==> src/rtl/upr_pkg.sv <==
`timescale 1ns / 1ps

package upr_pkg;

  localparam int WIDTH_W = 17;
  localparam int DIST_W  = 22;
  localparam int TRIG_W  = 8;
  localparam int GAP_W   = 24;
  localparam int DBNC_W  = 4;
  localparam int CFG_IDX_W  = 3;
  localparam int CFG_DATA_W = 24;

  // echo ticks to thousandths of a cm: 340 m/s, halved for the round trip
  localparam int DIST_FACTOR = 17;

  localparam logic [CFG_IDX_W-1:0] CFG_TRIGGER_TICKS  = 3'd0;
  localparam logic [CFG_IDX_W-1:0] CFG_TIMEOUT_TICKS  = 3'd1;
  localparam logic [CFG_IDX_W-1:0] CFG_GAP_TICKS      = 3'd2;
  localparam logic [CFG_IDX_W-1:0] CFG_PRESENCE_LIMIT = 3'd3;
  localparam logic [CFG_IDX_W-1:0] CFG_DEBOUNCE_LEN   = 3'd4;

  localparam logic [TRIG_W-1:0]  RST_TRIGGER_TICKS  = 8'd10;
  localparam logic [WIDTH_W-1:0] RST_TIMEOUT_TICKS  = 17'd100000;
  localparam logic [GAP_W-1:0]   RST_GAP_TICKS      = 24'd1000000;
  localparam logic [DIST_W-1:0]  RST_PRESENCE_LIMIT = 22'd160000;
  localparam logic [DBNC_W-1:0]  RST_DEBOUNCE_LEN   = 4'd6;

  typedef enum logic [1:0] {
    PH_TRIGGER = 2'd0,
    PH_WAIT    = 2'd1,
    PH_HIGH    = 2'd2,
    PH_GAP     = 2'd3
  } phase_t;

  typedef struct packed {
    logic [TRIG_W-1:0]  trigger_ticks;
    logic [WIDTH_W-1:0] timeout_ticks;
    logic [GAP_W-1:0]   gap_ticks;
    logic [DIST_W-1:0]  presence_limit;
    logic [DBNC_W-1:0]  debounce_len;
  } cfg_t;

  typedef struct packed {
    logic               trig;
    logic               done;
    logic [WIDTH_W-1:0] width;
  } seq_res_t;

  typedef struct packed {
    logic [DIST_W-1:0] dist_mcm;
    logic              raw;
    logic              presence;
  } dbnc_res_t;

endpackage

==> src/rtl/ultrasonic_presence_ranger_unit.sv <==
`timescale 1ns / 1ps
// channel  | direction | handshake                | payload
// ---------+-----------+--------------------------+-------------------------------------
// in_      | input     | in_valid / in_ready      | echo_level
// out_     | output    | out_valid / out_ready    | trigger_level .. presence, one per tick
// cfg_     | input     | cfg_valid / cfg_ready    | cfg_index, cfg_data
//
// One item a cycle while the output is not stalled; out_valid rises once the item
// has passed the input register, then the result register, with the sequencer and debouncer between.
// Reset loads the register defaults and starts in the trigger phase.
// A stalled output holds the result register; one further item waits in the
// input register, after which in_ready drops. cfg_ready is always high.

module ultrasonic_presence_ranger_unit #(
  parameter int GAP_TIMER_BITS = 24
) (
  input  logic                               clk,
  input  logic                               rst_n,

  input  logic                               in_valid,
  output logic                               in_ready,
  input  logic                               in_echo_level,

  output logic                               out_valid,
  input  logic                               out_ready,
  output logic                               out_trigger_level,
  output logic                               out_sample_valid,
  output logic [upr_pkg::WIDTH_W-1:0]        out_echo_width,
  output logic [upr_pkg::DIST_W-1:0]         out_distance_mcm,
  output logic                               out_raw_present,
  output logic                               out_presence,

  input  logic                               cfg_valid,
  output logic                               cfg_ready,
  input  logic [upr_pkg::CFG_IDX_W-1:0]      cfg_index,
  input  logic [upr_pkg::CFG_DATA_W-1:0]     cfg_data
);

  upr_pkg::cfg_t      cfg_r;
  upr_pkg::seq_res_t  seq_res;
  upr_pkg::dbnc_res_t dbnc_res;

  logic s1_v_r;
  logic s1_echo_r;
  logic out_v_r;
  logic adv;
  logic step_en;

  logic                          trig_r;
  logic                          done_r;
  logic [upr_pkg::WIDTH_W-1:0]   width_r;
  logic [upr_pkg::DIST_W-1:0]    dist_r;
  logic                          raw_r;
  logic                          pres_r;

  assign cfg_ready = 1'b1;

  always_ff @(posedge clk) begin
    if (!rst_n) begin
      cfg_r.trigger_ticks  <= upr_pkg::RST_TRIGGER_TICKS;
      cfg_r.timeout_ticks  <= upr_pkg::RST_TIMEOUT_TICKS;
      cfg_r.gap_ticks      <= upr_pkg::RST_GAP_TICKS;
      cfg_r.presence_limit <= upr_pkg::RST_PRESENCE_LIMIT;
      cfg_r.debounce_len   <= upr_pkg::RST_DEBOUNCE_LEN;
    end else if (cfg_valid && cfg_ready) begin
      case (cfg_index)
        upr_pkg::CFG_TRIGGER_TICKS:  cfg_r.trigger_ticks  <= cfg_data[upr_pkg::TRIG_W-1:0];
        upr_pkg::CFG_TIMEOUT_TICKS:  cfg_r.timeout_ticks  <= cfg_data[upr_pkg::WIDTH_W-1:0];
        upr_pkg::CFG_GAP_TICKS:      cfg_r.gap_ticks      <= cfg_data[upr_pkg::GAP_W-1:0];
        upr_pkg::CFG_PRESENCE_LIMIT: cfg_r.presence_limit <= cfg_data[upr_pkg::DIST_W-1:0];
        upr_pkg::CFG_DEBOUNCE_LEN:   cfg_r.debounce_len   <= cfg_data[upr_pkg::DBNC_W-1:0];
        default: begin
        end
      endcase
    end
  end

  // advance when the result register is free or being emptied
  assign adv      = !out_v_r || out_ready;
  assign step_en  = s1_v_r && adv;
  assign in_ready = !s1_v_r || adv;

  always_ff @(posedge clk) begin
    if (!rst_n) begin
      s1_v_r <= 1'b0;
    end else if (in_ready) begin
      s1_v_r <= in_valid;
    end
  end

  always_ff @(posedge clk) begin
    if (in_valid && in_ready) begin
      s1_echo_r <= in_echo_level;
    end
  end

  upr_seq #(
    .GAP_TIMER_BITS (GAP_TIMER_BITS)
  ) u_seq (
    .clk     (clk),
    .rst_n   (rst_n),
    .step_en (step_en),
    .echo    (s1_echo_r),
    .cfg     (cfg_r),
    .res     (seq_res)
  );

  upr_dbnc u_dbnc (
    .clk     (clk),
    .rst_n   (rst_n),
    .step_en (step_en),
    .seq     (seq_res),
    .cfg     (cfg_r),
    .res     (dbnc_res)
  );

  always_ff @(posedge clk) begin
    if (!rst_n) begin
      out_v_r <= 1'b0;
    end else if (adv) begin
      out_v_r <= s1_v_r;
    end
  end

  always_ff @(posedge clk) begin
    if (step_en) begin
      trig_r  <= seq_res.trig;
      done_r  <= seq_res.done;
      width_r <= seq_res.width;
      dist_r  <= dbnc_res.dist_mcm;
      raw_r   <= dbnc_res.raw;
      pres_r  <= dbnc_res.presence;
    end
  end

  assign out_valid         = out_v_r;
  assign out_trigger_level = trig_r;
  assign out_sample_valid  = done_r;
  assign out_echo_width    = width_r;
  assign out_distance_mcm  = dist_r;
  assign out_raw_present   = raw_r;
  assign out_presence      = pres_r;

`ifndef SYNTHESIS
  a_idle_fields_zero: assert property (@(posedge clk) disable iff (!rst_n)
    (out_v_r && !done_r) |-> (width_r == '0 && dist_r == '0 && !raw_r))
    else $error("fields set on a tick without a sample");

  a_no_trig_on_sample: assert property (@(posedge clk) disable iff (!rst_n)
    out_v_r |-> !(trig_r && done_r))
    else $error("trigger and sample on the same tick");

  a_raw_needs_width: assert property (@(posedge clk) disable iff (!rst_n)
    (out_v_r && raw_r) |-> (width_r != '0))
    else $error("present with zero width");

  a_stall_cause: assert property (@(posedge clk) disable iff (!rst_n)
    !in_ready |-> (s1_v_r && out_v_r && !out_ready))
    else $error("input stalled without a full pipeline");

  a_step_fills_out: assert property (@(posedge clk) disable iff (!rst_n)
    step_en |=> out_v_r)
    else $error("processed item lost before the result register");
`endif

endmodule

==> src/rtl/upr_seq.sv <==
`timescale 1ns / 1ps

module upr_seq #(
  parameter int GAP_TIMER_BITS = 24
) (
  input  logic               clk,
  input  logic               rst_n,
  input  logic               step_en,
  input  logic               echo,
  input  upr_pkg::cfg_t      cfg,
  output upr_pkg::seq_res_t  res
);

  localparam int CW = (GAP_TIMER_BITS > upr_pkg::GAP_W) ? GAP_TIMER_BITS : upr_pkg::GAP_W;
  localparam logic [GAP_TIMER_BITS-1:0] TMAX = {GAP_TIMER_BITS{1'b1}};

  upr_pkg::phase_t phase_r, phase_nxt;
  logic [GAP_TIMER_BITS-1:0]    timer_r, timer_nxt;
  logic [upr_pkg::WIDTH_W-1:0]  wait_r, wait_nxt;
  logic [upr_pkg::WIDTH_W-1:0]  wcnt_r, wcnt_nxt;

  logic [CW-1:0]                gap_ext;
  logic [GAP_TIMER_BITS-1:0]    gap_sat;
  logic [GAP_TIMER_BITS-1:0]    timer_inc;
  logic [GAP_TIMER_BITS-1:0]    timer_hold;
  logic [upr_pkg::WIDTH_W:0]    n;

  always_comb begin
    gap_ext    = CW'(cfg.gap_ticks);
    gap_sat    = (gap_ext > CW'(TMAX)) ? TMAX : gap_ext[GAP_TIMER_BITS-1:0];
    timer_inc  = timer_r + 1'b1;
    timer_hold = (timer_r == TMAX) ? timer_r : timer_inc;
    n          = {1'b0, wait_r} + 1'b1;
  end

  always_comb begin
    phase_nxt = phase_r;
    timer_nxt = timer_r;
    wait_nxt  = wait_r;
    wcnt_nxt  = wcnt_r;
    res       = '0;
    case (phase_r)
      upr_pkg::PH_TRIGGER: begin
        res.trig = 1'b1;
        if (timer_inc >= GAP_TIMER_BITS'(cfg.trigger_ticks)) begin
          phase_nxt = upr_pkg::PH_WAIT;
          timer_nxt = '0;
          wait_nxt  = '0;
          wcnt_nxt  = '0;
        end else begin
          timer_nxt = timer_inc;
        end
      end
      upr_pkg::PH_GAP: begin
        if (timer_hold >= gap_sat) begin
          phase_nxt = upr_pkg::PH_TRIGGER;
          timer_nxt = '0;
        end else begin
          timer_nxt = timer_hold;
        end
      end
      upr_pkg::PH_WAIT, upr_pkg::PH_HIGH: begin
        wait_nxt = n[upr_pkg::WIDTH_W-1:0];
        if (phase_r == upr_pkg::PH_HIGH && !echo) begin
          res.done  = 1'b1;
          res.width = wcnt_r;
        end else if (n > {1'b0, cfg.timeout_ticks}) begin
          res.done = 1'b1;
        end else if (phase_r == upr_pkg::PH_WAIT) begin
          if (echo) begin
            phase_nxt = upr_pkg::PH_HIGH;
            wcnt_nxt  = upr_pkg::WIDTH_W'(1);
          end
        end else begin
          wcnt_nxt = wcnt_r + 1'b1;
        end
        // measurement over: drop counters, head for the gap
        if (res.done) begin
          wait_nxt  = '0;
          wcnt_nxt  = '0;
          timer_nxt = '0;
          phase_nxt = (cfg.gap_ticks == '0) ? upr_pkg::PH_TRIGGER : upr_pkg::PH_GAP;
        end
      end
      default: begin
        phase_nxt = upr_pkg::PH_TRIGGER;
      end
    endcase
  end

  always_ff @(posedge clk) begin
    if (!rst_n) begin
      phase_r <= upr_pkg::PH_TRIGGER;
      timer_r <= '0;
      wait_r  <= '0;
      wcnt_r  <= '0;
    end else if (step_en) begin
      phase_r <= phase_nxt;
      timer_r <= timer_nxt;
      wait_r  <= wait_nxt;
      wcnt_r  <= wcnt_nxt;
    end
  end

endmodule

==> src/rtl/upr_dbnc.sv <==
`timescale 1ns / 1ps

module upr_dbnc (
  input  logic                         clk,
  input  logic                         rst_n,
  input  logic                         step_en,
  input  upr_pkg::seq_res_t            seq,
  input  upr_pkg::cfg_t                cfg,
  output upr_pkg::dbnc_res_t           res
);

  logic                         level_r, level_nxt;
  logic [upr_pkg::DBNC_W-1:0]   streak_r, streak_nxt;
  logic [upr_pkg::DIST_W-1:0]   dist_mcm;
  logic                         raw;
  logic [upr_pkg::DBNC_W-1:0]   streak_upd;

  always_comb begin
    // width * 17 as a shift and add
    dist_mcm = ({5'b0, seq.width} << 4) + {5'b0, seq.width};
    raw  = seq.done && (seq.width != '0) && (dist_mcm <= cfg.presence_limit);

    level_nxt  = level_r;
    streak_nxt = streak_r;
    streak_upd = streak_r;
    if (seq.done) begin
      if (raw != level_r) begin
        streak_upd = (streak_r == '1) ? streak_r : streak_r + 1'b1;
      end else begin
        streak_upd = '0;
      end
      streak_nxt = streak_upd;
      if (streak_upd >= cfg.debounce_len) begin
        level_nxt  = raw;
        streak_nxt = '0;
      end
    end

    res.dist_mcm = seq.done ? dist_mcm : '0;
    res.raw      = raw;
    res.presence = level_nxt;
  end

  always_ff @(posedge clk) begin
    if (!rst_n) begin
      level_r  <= 1'b0;
      streak_r <= '0;
    end else if (step_en) begin
      level_r  <= level_nxt;
      streak_r <= streak_nxt;
    end
  end

endmodule

==> config.mk <==
export PLATFORM = sky130hd
export DESIGN_NAME = ultrasonic_presence_ranger_unit
export DESIGN_NICKNAME = d
export VERILOG_FILES = /design/src/rtl/upr_pkg.sv /design/src/rtl/ultrasonic_presence_ranger_unit.sv /design/src/rtl/upr_seq.sv /design/src/rtl/upr_dbnc.sv
export SDC_FILE = /design/constraint.sdc
export NUM_CORES = 1
export LEC_CHECK = 0
export CELL_PAD_IN_SITES_DETAIL_PLACEMENT = 1
export CELL_PAD_IN_SITES_GLOBAL_PLACEMENT = 2
export CORE_ASPECT_RATIO = 1.4
export CORE_UTILIZATION = 45
export CTS_BUF_LIST = sky130_fd_sc_hd__clkbuf_2 sky130_fd_sc_hd__clkbuf_4 sky130_fd_sc_hd__clkbuf_8
export DETAILED_ROUTE_END_ITERATION = 10
export DONT_BUFFER_PORTS = 1
export MAX_ROUTING_LAYER = met4
export PLACE_DENSITY_LB_ADDON = 0.3
export SLEW_MARGIN = 40
export SYNTH_ARGS = -nofsm -noshare
export SYNTH_HDL_FRONTEND = slang
export SYNTH_HIERARCHICAL = 1
export SYNTH_SLANG_ARGS = --single-unit
==> constraint.sdc <==
create_clock -name clk -period 10.25 [get_ports clk]
set_input_delay 3.075 -clock clk [delete_from_list [all_inputs] [get_ports clk]]
set_output_delay 3.075 -clock clk [all_outputs]
set_load 0.005 [all_outputs]
==> After elaboration in Yosys (flattened, before gate mapping) <==
Cells that the tools add are included.
{ "classes": {"magnitude_cmp": 6, "reduce_logical": 26, "add_sub_neg": 5, "muxes": 36, "n_eq_ne": 18} }
{ "op_table": {"columns": ["op", "n"], "rows": [
  ["two-way mux 17 bit", 8],
  ["two-way mux 24 bit", 5],
  ["one-hot mux 24 bit (3 select lines)", 1],
  ["one-hot mux 17 bit (2 select lines)", 2],
  ["adder 24 x 1 -> 24 bit (second input constant)", 1],
  ["== test 24 bit (second input constant)", 1],
  ["greater-or-equal comparator 24 bit", 1],
  ["greater-or-equal comparator 24 x 8 -> 1 bit", 1],
  ["> comparator 24 bit (second input constant)", 1],
  ["logical NOT 24 bit", 1],
  ["adder 21 x 17 -> 22 bit", 1],
  ["<= comparator 22 bit", 1],
  ["adder 17 x 1 -> 18 bit (second input constant)", 1],
  ["> comparator 18 x 17 -> 1 bit", 1],
  ["two-way mux 18 bit", 1],
  ["adder 17 x 1 -> 17 bit (second input constant)", 1],
  ["nonzero test 17 bit", 1],
  ["two-way mux 2 bit", 8],
  ["two-way mux 4 bit", 4],
  ["AND reduction 2 bit", 7],
  ["AND reduction 7 bit", 1],
  ["== test 3 x 2 -> 1 bit (second input constant)", 2],
  ["two-way mux 1 bit", 6],
  ["!= test 2 x 1 -> 1 bit (second input constant)", 3],
  ["22 further kinds", 31]
]} }
{ "word_totals": {"output_inout_bits": 46, "wordCells": 111, "regBits": 186, "inputBits": 33} }

==> Depth between registers and ports, before layout <==
{ "logic_depth": {"ltp_word": 15, "ltp_mapped": 35, "depth_no_buf": 31} }

==> Hierarchy <==
The synthesis kept the hierarchy.
{ "by_module_without_submodules": {"columns": ["mod", "area_per_inst_um2", "seq_area_each_um2", "cells_per_inst", "instances"], "rows": [
  ["upr_seq", 5552.8, 1201.2, 722, 1],
  ["ultrasonic_presence_ranger_unit", 4386.7, 2862.7, 349, 1],
  ["upr_dbnc", 1964.4, 100.1, 274, 1]
]} }

==> Least setup slack after synthesis <==
No wires, ideal clock.
{ "synth_path": {"path_kind": "input to register", "from": "input out_ready", "to": "register u_seq/wcnt_r[11] (netlist bit)", "setup_time_ns": 0.083, "n_path_buf": 2, "t_required_ns": 10.167, "slack_ns": 3.454, "t_arrival_ns": 6.713, "stages": 7, "path_cell_list": "nor2b_1 -> nor2b_1 -> o211ai_4 -> or4_1 -> buf_4 -> buf_6 -> o31ai_4"} }
{ "synth_via": {"elab_chain_len": 3} }
{ "synth_rtl": {"columns": ["item", "line_no", "rtl"], "rows": [
  ["start: declaration", "ultrasonic_presence_ranger_unit.sv:25", "input logic out_ready,"],
  ["logical OR 1 bit", "ultrasonic_presence_ranger_unit.sv:79", "assign adv = !out_v_r || out_ready;"],
  ["logical AND 1 bit", "ultrasonic_presence_ranger_unit.sv:80", "assign step_en = s1_v_r && adv;"],
  ["named net step_en", "ultrasonic_presence_ranger_unit.sv:47", "logic step_en;"],
  ["AND reduction 6 bit (no source line)", null, null],
  ["end signal: assignment", "upr_seq.sv:101", "wcnt_r <= wcnt_nxt;"],
  ["end: declaration", "upr_seq.sv:20", "logic [upr_pkg::WIDTH_W-1:0] wcnt_r, wcnt_nxt;"]
]} }
The timed path passes the listed nets, and every way through them passes these cells.
A chain may end at the register's enable or synchronous reset.

==> key figures <==
STA
  • Final Max Slew Viols: 0
  • RSZ-0062 raised after global routing: no
  • Final min period: 7.22 ns
  • Clock Skew: 0.0204 ns
  • Setup TNS: 0 ns
  • Maximum clock frequency: 138 MHz
  • Setup violators final: 0
  • Worst-margin pin slew: 0.816 ns
  • Final setup margin: 3.03 ns
  • Period Utilization, post-route: 70.5%
  • Final count of hold timing violations: 0
  • Max-slew headroom: 45.1%

Route
  • WL/cell: 19.9 um
  • # DRC: 0
  • ANT nets after route: 0
  • Total wire length: 32.7 mm
  • Drt via density: 5.78
  • Drt pass-1 iters: 5
  • DRT iter0 DRCs: 322
  • DR vias: 9462

Worst setup path
  • Setup crit end kind: flip-flop
  • Crit Path Max Fanout: 17
  • Crit start category: flip-flop
  • Peak per-stage delay on the critical path: 0.48 ns
  • Worst r2r path cells: 30
  • Worst r2r dst: u_dbnc/streak_r[1]$_SDFFE_PN0P_
  • Flop2flop setup slack: 3.03 ns
  • Critical R2R Launch: u_seq/phase_r[0]$_SDFFE_PN0P_
  • WS Path Type: reg2reg
  • Worst Path Arrival: 7.66 ns
  • CP max stage cell: and3_1
  • Worst path required time: 10.68 ns

Floorplan
  • Standard-cell rows: 70
  • Die X: 139 um
  • Core area: 0.0261 mm^2
  • Full die area: 0.0271 mm^2
  • Initial Util: 45.6%
  • IO Pins: 79
  • DIE HEIGHT: 194 um

Clocking
  • Clock Root Buffer: clkbuf_8
  • Clk slew on worst S/H paths: 0.10 ns
  • CTS buffer count: 17
  • Clk_lat worst skew: 0.50 ns
  • CTS tree: built
  • CTS Hold Bufs: 0
  • Total clock sinks: 186
  • CTS resizes: 0
  • Postcts setup bufs: 0
  • Max clock buf depth: 2
  • CTS H-tree depth: 4

Yosys
  • Syn_area_per_cell: 8.85 um^2
  • Syn Nets: 1476
  • Register area share after synthesis: 35.0%
  • Ys async rst share: 0%
  • Synth Register Bits: 186
  • Post-synth EDFFs: 44
  • Synth cell types: 95
  • Mapped Cells: 1345
  • Netlist Area Pre-Place: 0.0119 mm^2
  • Top_reg_cell synth: dfxtp_1
  • Number of synthesis warnings: 6

Power and ir drop
  • Pleak: 5.15 nW
  • Pwr/cell area: 108 mW/mm^2
  • Overall power: 1.34 mW
  • Worst IR Drop VDD: 0.0857 mV

Global routing
  • Global-route wire length before repair: 52.1 mm
  • GRT Total Usage: 25.4%
  • Vias in the first global route: 9638
  • Grt total ovfl: 0
  • Largest net degree at the start of global routing: 180
  • Initial antenna violation count: 0

Layout
  • NumNets Final: 1432
  • Filler cells: 3059
  • Sequential cell area: 0.00416 mm^2
  • Synthesis-to-finish area growth: 4.71%
  • Post-route cell area: 0.0125 mm^2
  • Footprint of the multi-input gates: 0.00706 mm^2
  • ANT cells: 0
  • Core Util, Final: 47.8%
  • Ratio of cells with drive above 1 in the final layout: 7.61%

Run status
  • Status: finished clean

Hold path
  • Hold Startpoint: cfg_r[52]$_SDFFE_PN0P_
  • Hold Path End: cfg_r[52]$_SDFFE_PN0P_
  • Hold depth: 2
  • Hold crit path type: reg2reg

Placed design
  • I/O Buffers: 0
  • DP Area: 0.0121 mm^2
  • DP Worst Slack: 3.14 ns
  • RePlAce Congestion: 0.875
  • Detailed Place HPWL: 24.7 mm

Job
  • Max_cap viols: 0
-- critical path: cells and delay by family, from the launching register on --
family	cells	cell delay (ns)
flip-flops	1	0.42
buffers and inverters	2	0.33
AO/OA/AOI/OAI	11	2.33
adder cells (fa/ha/maj)	4	1.27
AND/OR/NAND/NOR	13	2.81
-- per-layer routing --
layer,track usage [%],part of all wire [%],vias to the layer above
met5,-,0,-
met4,8.89,2.7,0
met3,3.55,2.5,49
li1,-,-,4682
met2,46.4,53,146
met1,27.8,42,4585
-- sequential cells by signal, summed over array words and instances (netlist names) --
signal and flops:
s1_echo_r 1, u_seq/wcnt_r 17, u_seq/phase_r 2, out_presence 1, out_echo_width 17, out_valid 1, out_trigger_level 1, u_dbnc/level_r 1
u_seq/wait_r 17, s1_v_r 1, out_raw_present 1, out_sample_valid 1, u_seq/timer_r 24, u_dbnc/streak_r 4, out_distance_mcm 22, cfg_r 75
-- cells in the mapped netlist, drive strengths merged, types with 17 or more instances --
cell type  count  share of area (%)
nor2          39                1.2
buf           24                1.2
dfxtp        142                 24
clkbuf        48                1.5
nor3          21                1.0
nor2b         56                2.9
inv           98                3.1
nor4          17                1.1
nand3         71                3.0
xor2          18                1.3
and3          17               0.90
and2          40                2.1
o21ai         31                1.3
nand2        169                5.3
nand4         27                1.8
a21oi         66                2.8
edfxtp        44                 11
o211ai        20                1.4
ha            97                 10
mux2i         82                6.9
xnor2         29                2.1
-- cells in the final DEF (no fill, tap or decap), drive strengths merged, types with 16 or more instances in the layout --
cell	synthesis	routed
dfxtp	142	142
xor2	18	18
edfxtp	44	44
and2	40	40
nor2b	56	56
inv	98	106
nand2	169	169
nand4	27	27
nand3	71	71
nor4	17	17
mux2i	82	82
xnor2	29	29
clkbuf	48	17
o21ai	31	31
nand2b	16	16
and3	17	17
nor2	39	39
a21oi	66	66
ha	97	97
o211ai	20	20
nor3	21	21
-- report_power, final --
| part | internal, mW | switching [mW] | total, mW |
|---|---|---|---|
| logic | 0.0227 | 0.0368 | 0.0595 |
| registers | 0.765 | 0.00983 | 0.774 |
| clock network | 0.202 | 0.305 | 0.507 |
-- stage by stage --
stage	cells	hold WS, ns
6_report	1638	0.465
5_1_grt	1638	0.487
4_1_cts	1638	0.468
3_3_place_gp	1606	0.444
2_1_floorplan	1345	0.434
3_5_place_dp	1606	0.451
-- cell type report --
cell class / count / area share (%)
clock buffers: 17 / 1.88
clock inverters: 15 / 1.25
inverters: 100 / 3.01
multi-input cells: 987 / 56.7
flip-flops and latches: 186 / 33.4
well taps: 324 / 3.25
repair buffers: 9 / 0.542
-- cell families after synthesis --
family | after synthesis | synth area share (%)
AOI/OAI and AO/OA | 233 | 14.4
muxes | 86 | 7.27
and+or+nand+nor | 522 | 23.6
buffers and inverters | 172 | 5.91
xor gates and xnor gates | 47 | 3.46
adders and majority gates | 98 | 10.4
other | 1 | 0.0315
DFF | 186 | 35.0
-- worst max-delay path by stage --
stage,from,to,slack [ns],cells after the start
finish,u_seq/phase_r[0]$_SDFFE_PN0P_,u_dbnc/streak_r[1]$_SDFFE_PN0P_,3.03,30
global route,u_seq/phase_r[0]$_SDFFE_PN0P_,u_dbnc/streak_r[1]$_SDFFE_PN0P_,2.48,32
CTS,u_seq/phase_r[0]$_SDFFE_PN0P_,u_dbnc/streak_r[1]$_SDFFE_PN0P_,3.10,30
detailed placement,u_seq/phase_r[0]$_SDFFE_PN0P_,u_dbnc/streak_r[1]$_SDFFE_PN0P_,3.14,30
global placement,u_seq/phase_r[0]$_SDFFE_PN0P_,u_dbnc/streak_r[1]$_SDFFE_PN0P_,3.44,30
floorplan,out_ready,u_seq/wcnt_r[11]$_SDFFE_PN0P_,3.45,7
No activity file was read; power rests on OpenSTA's default activity.
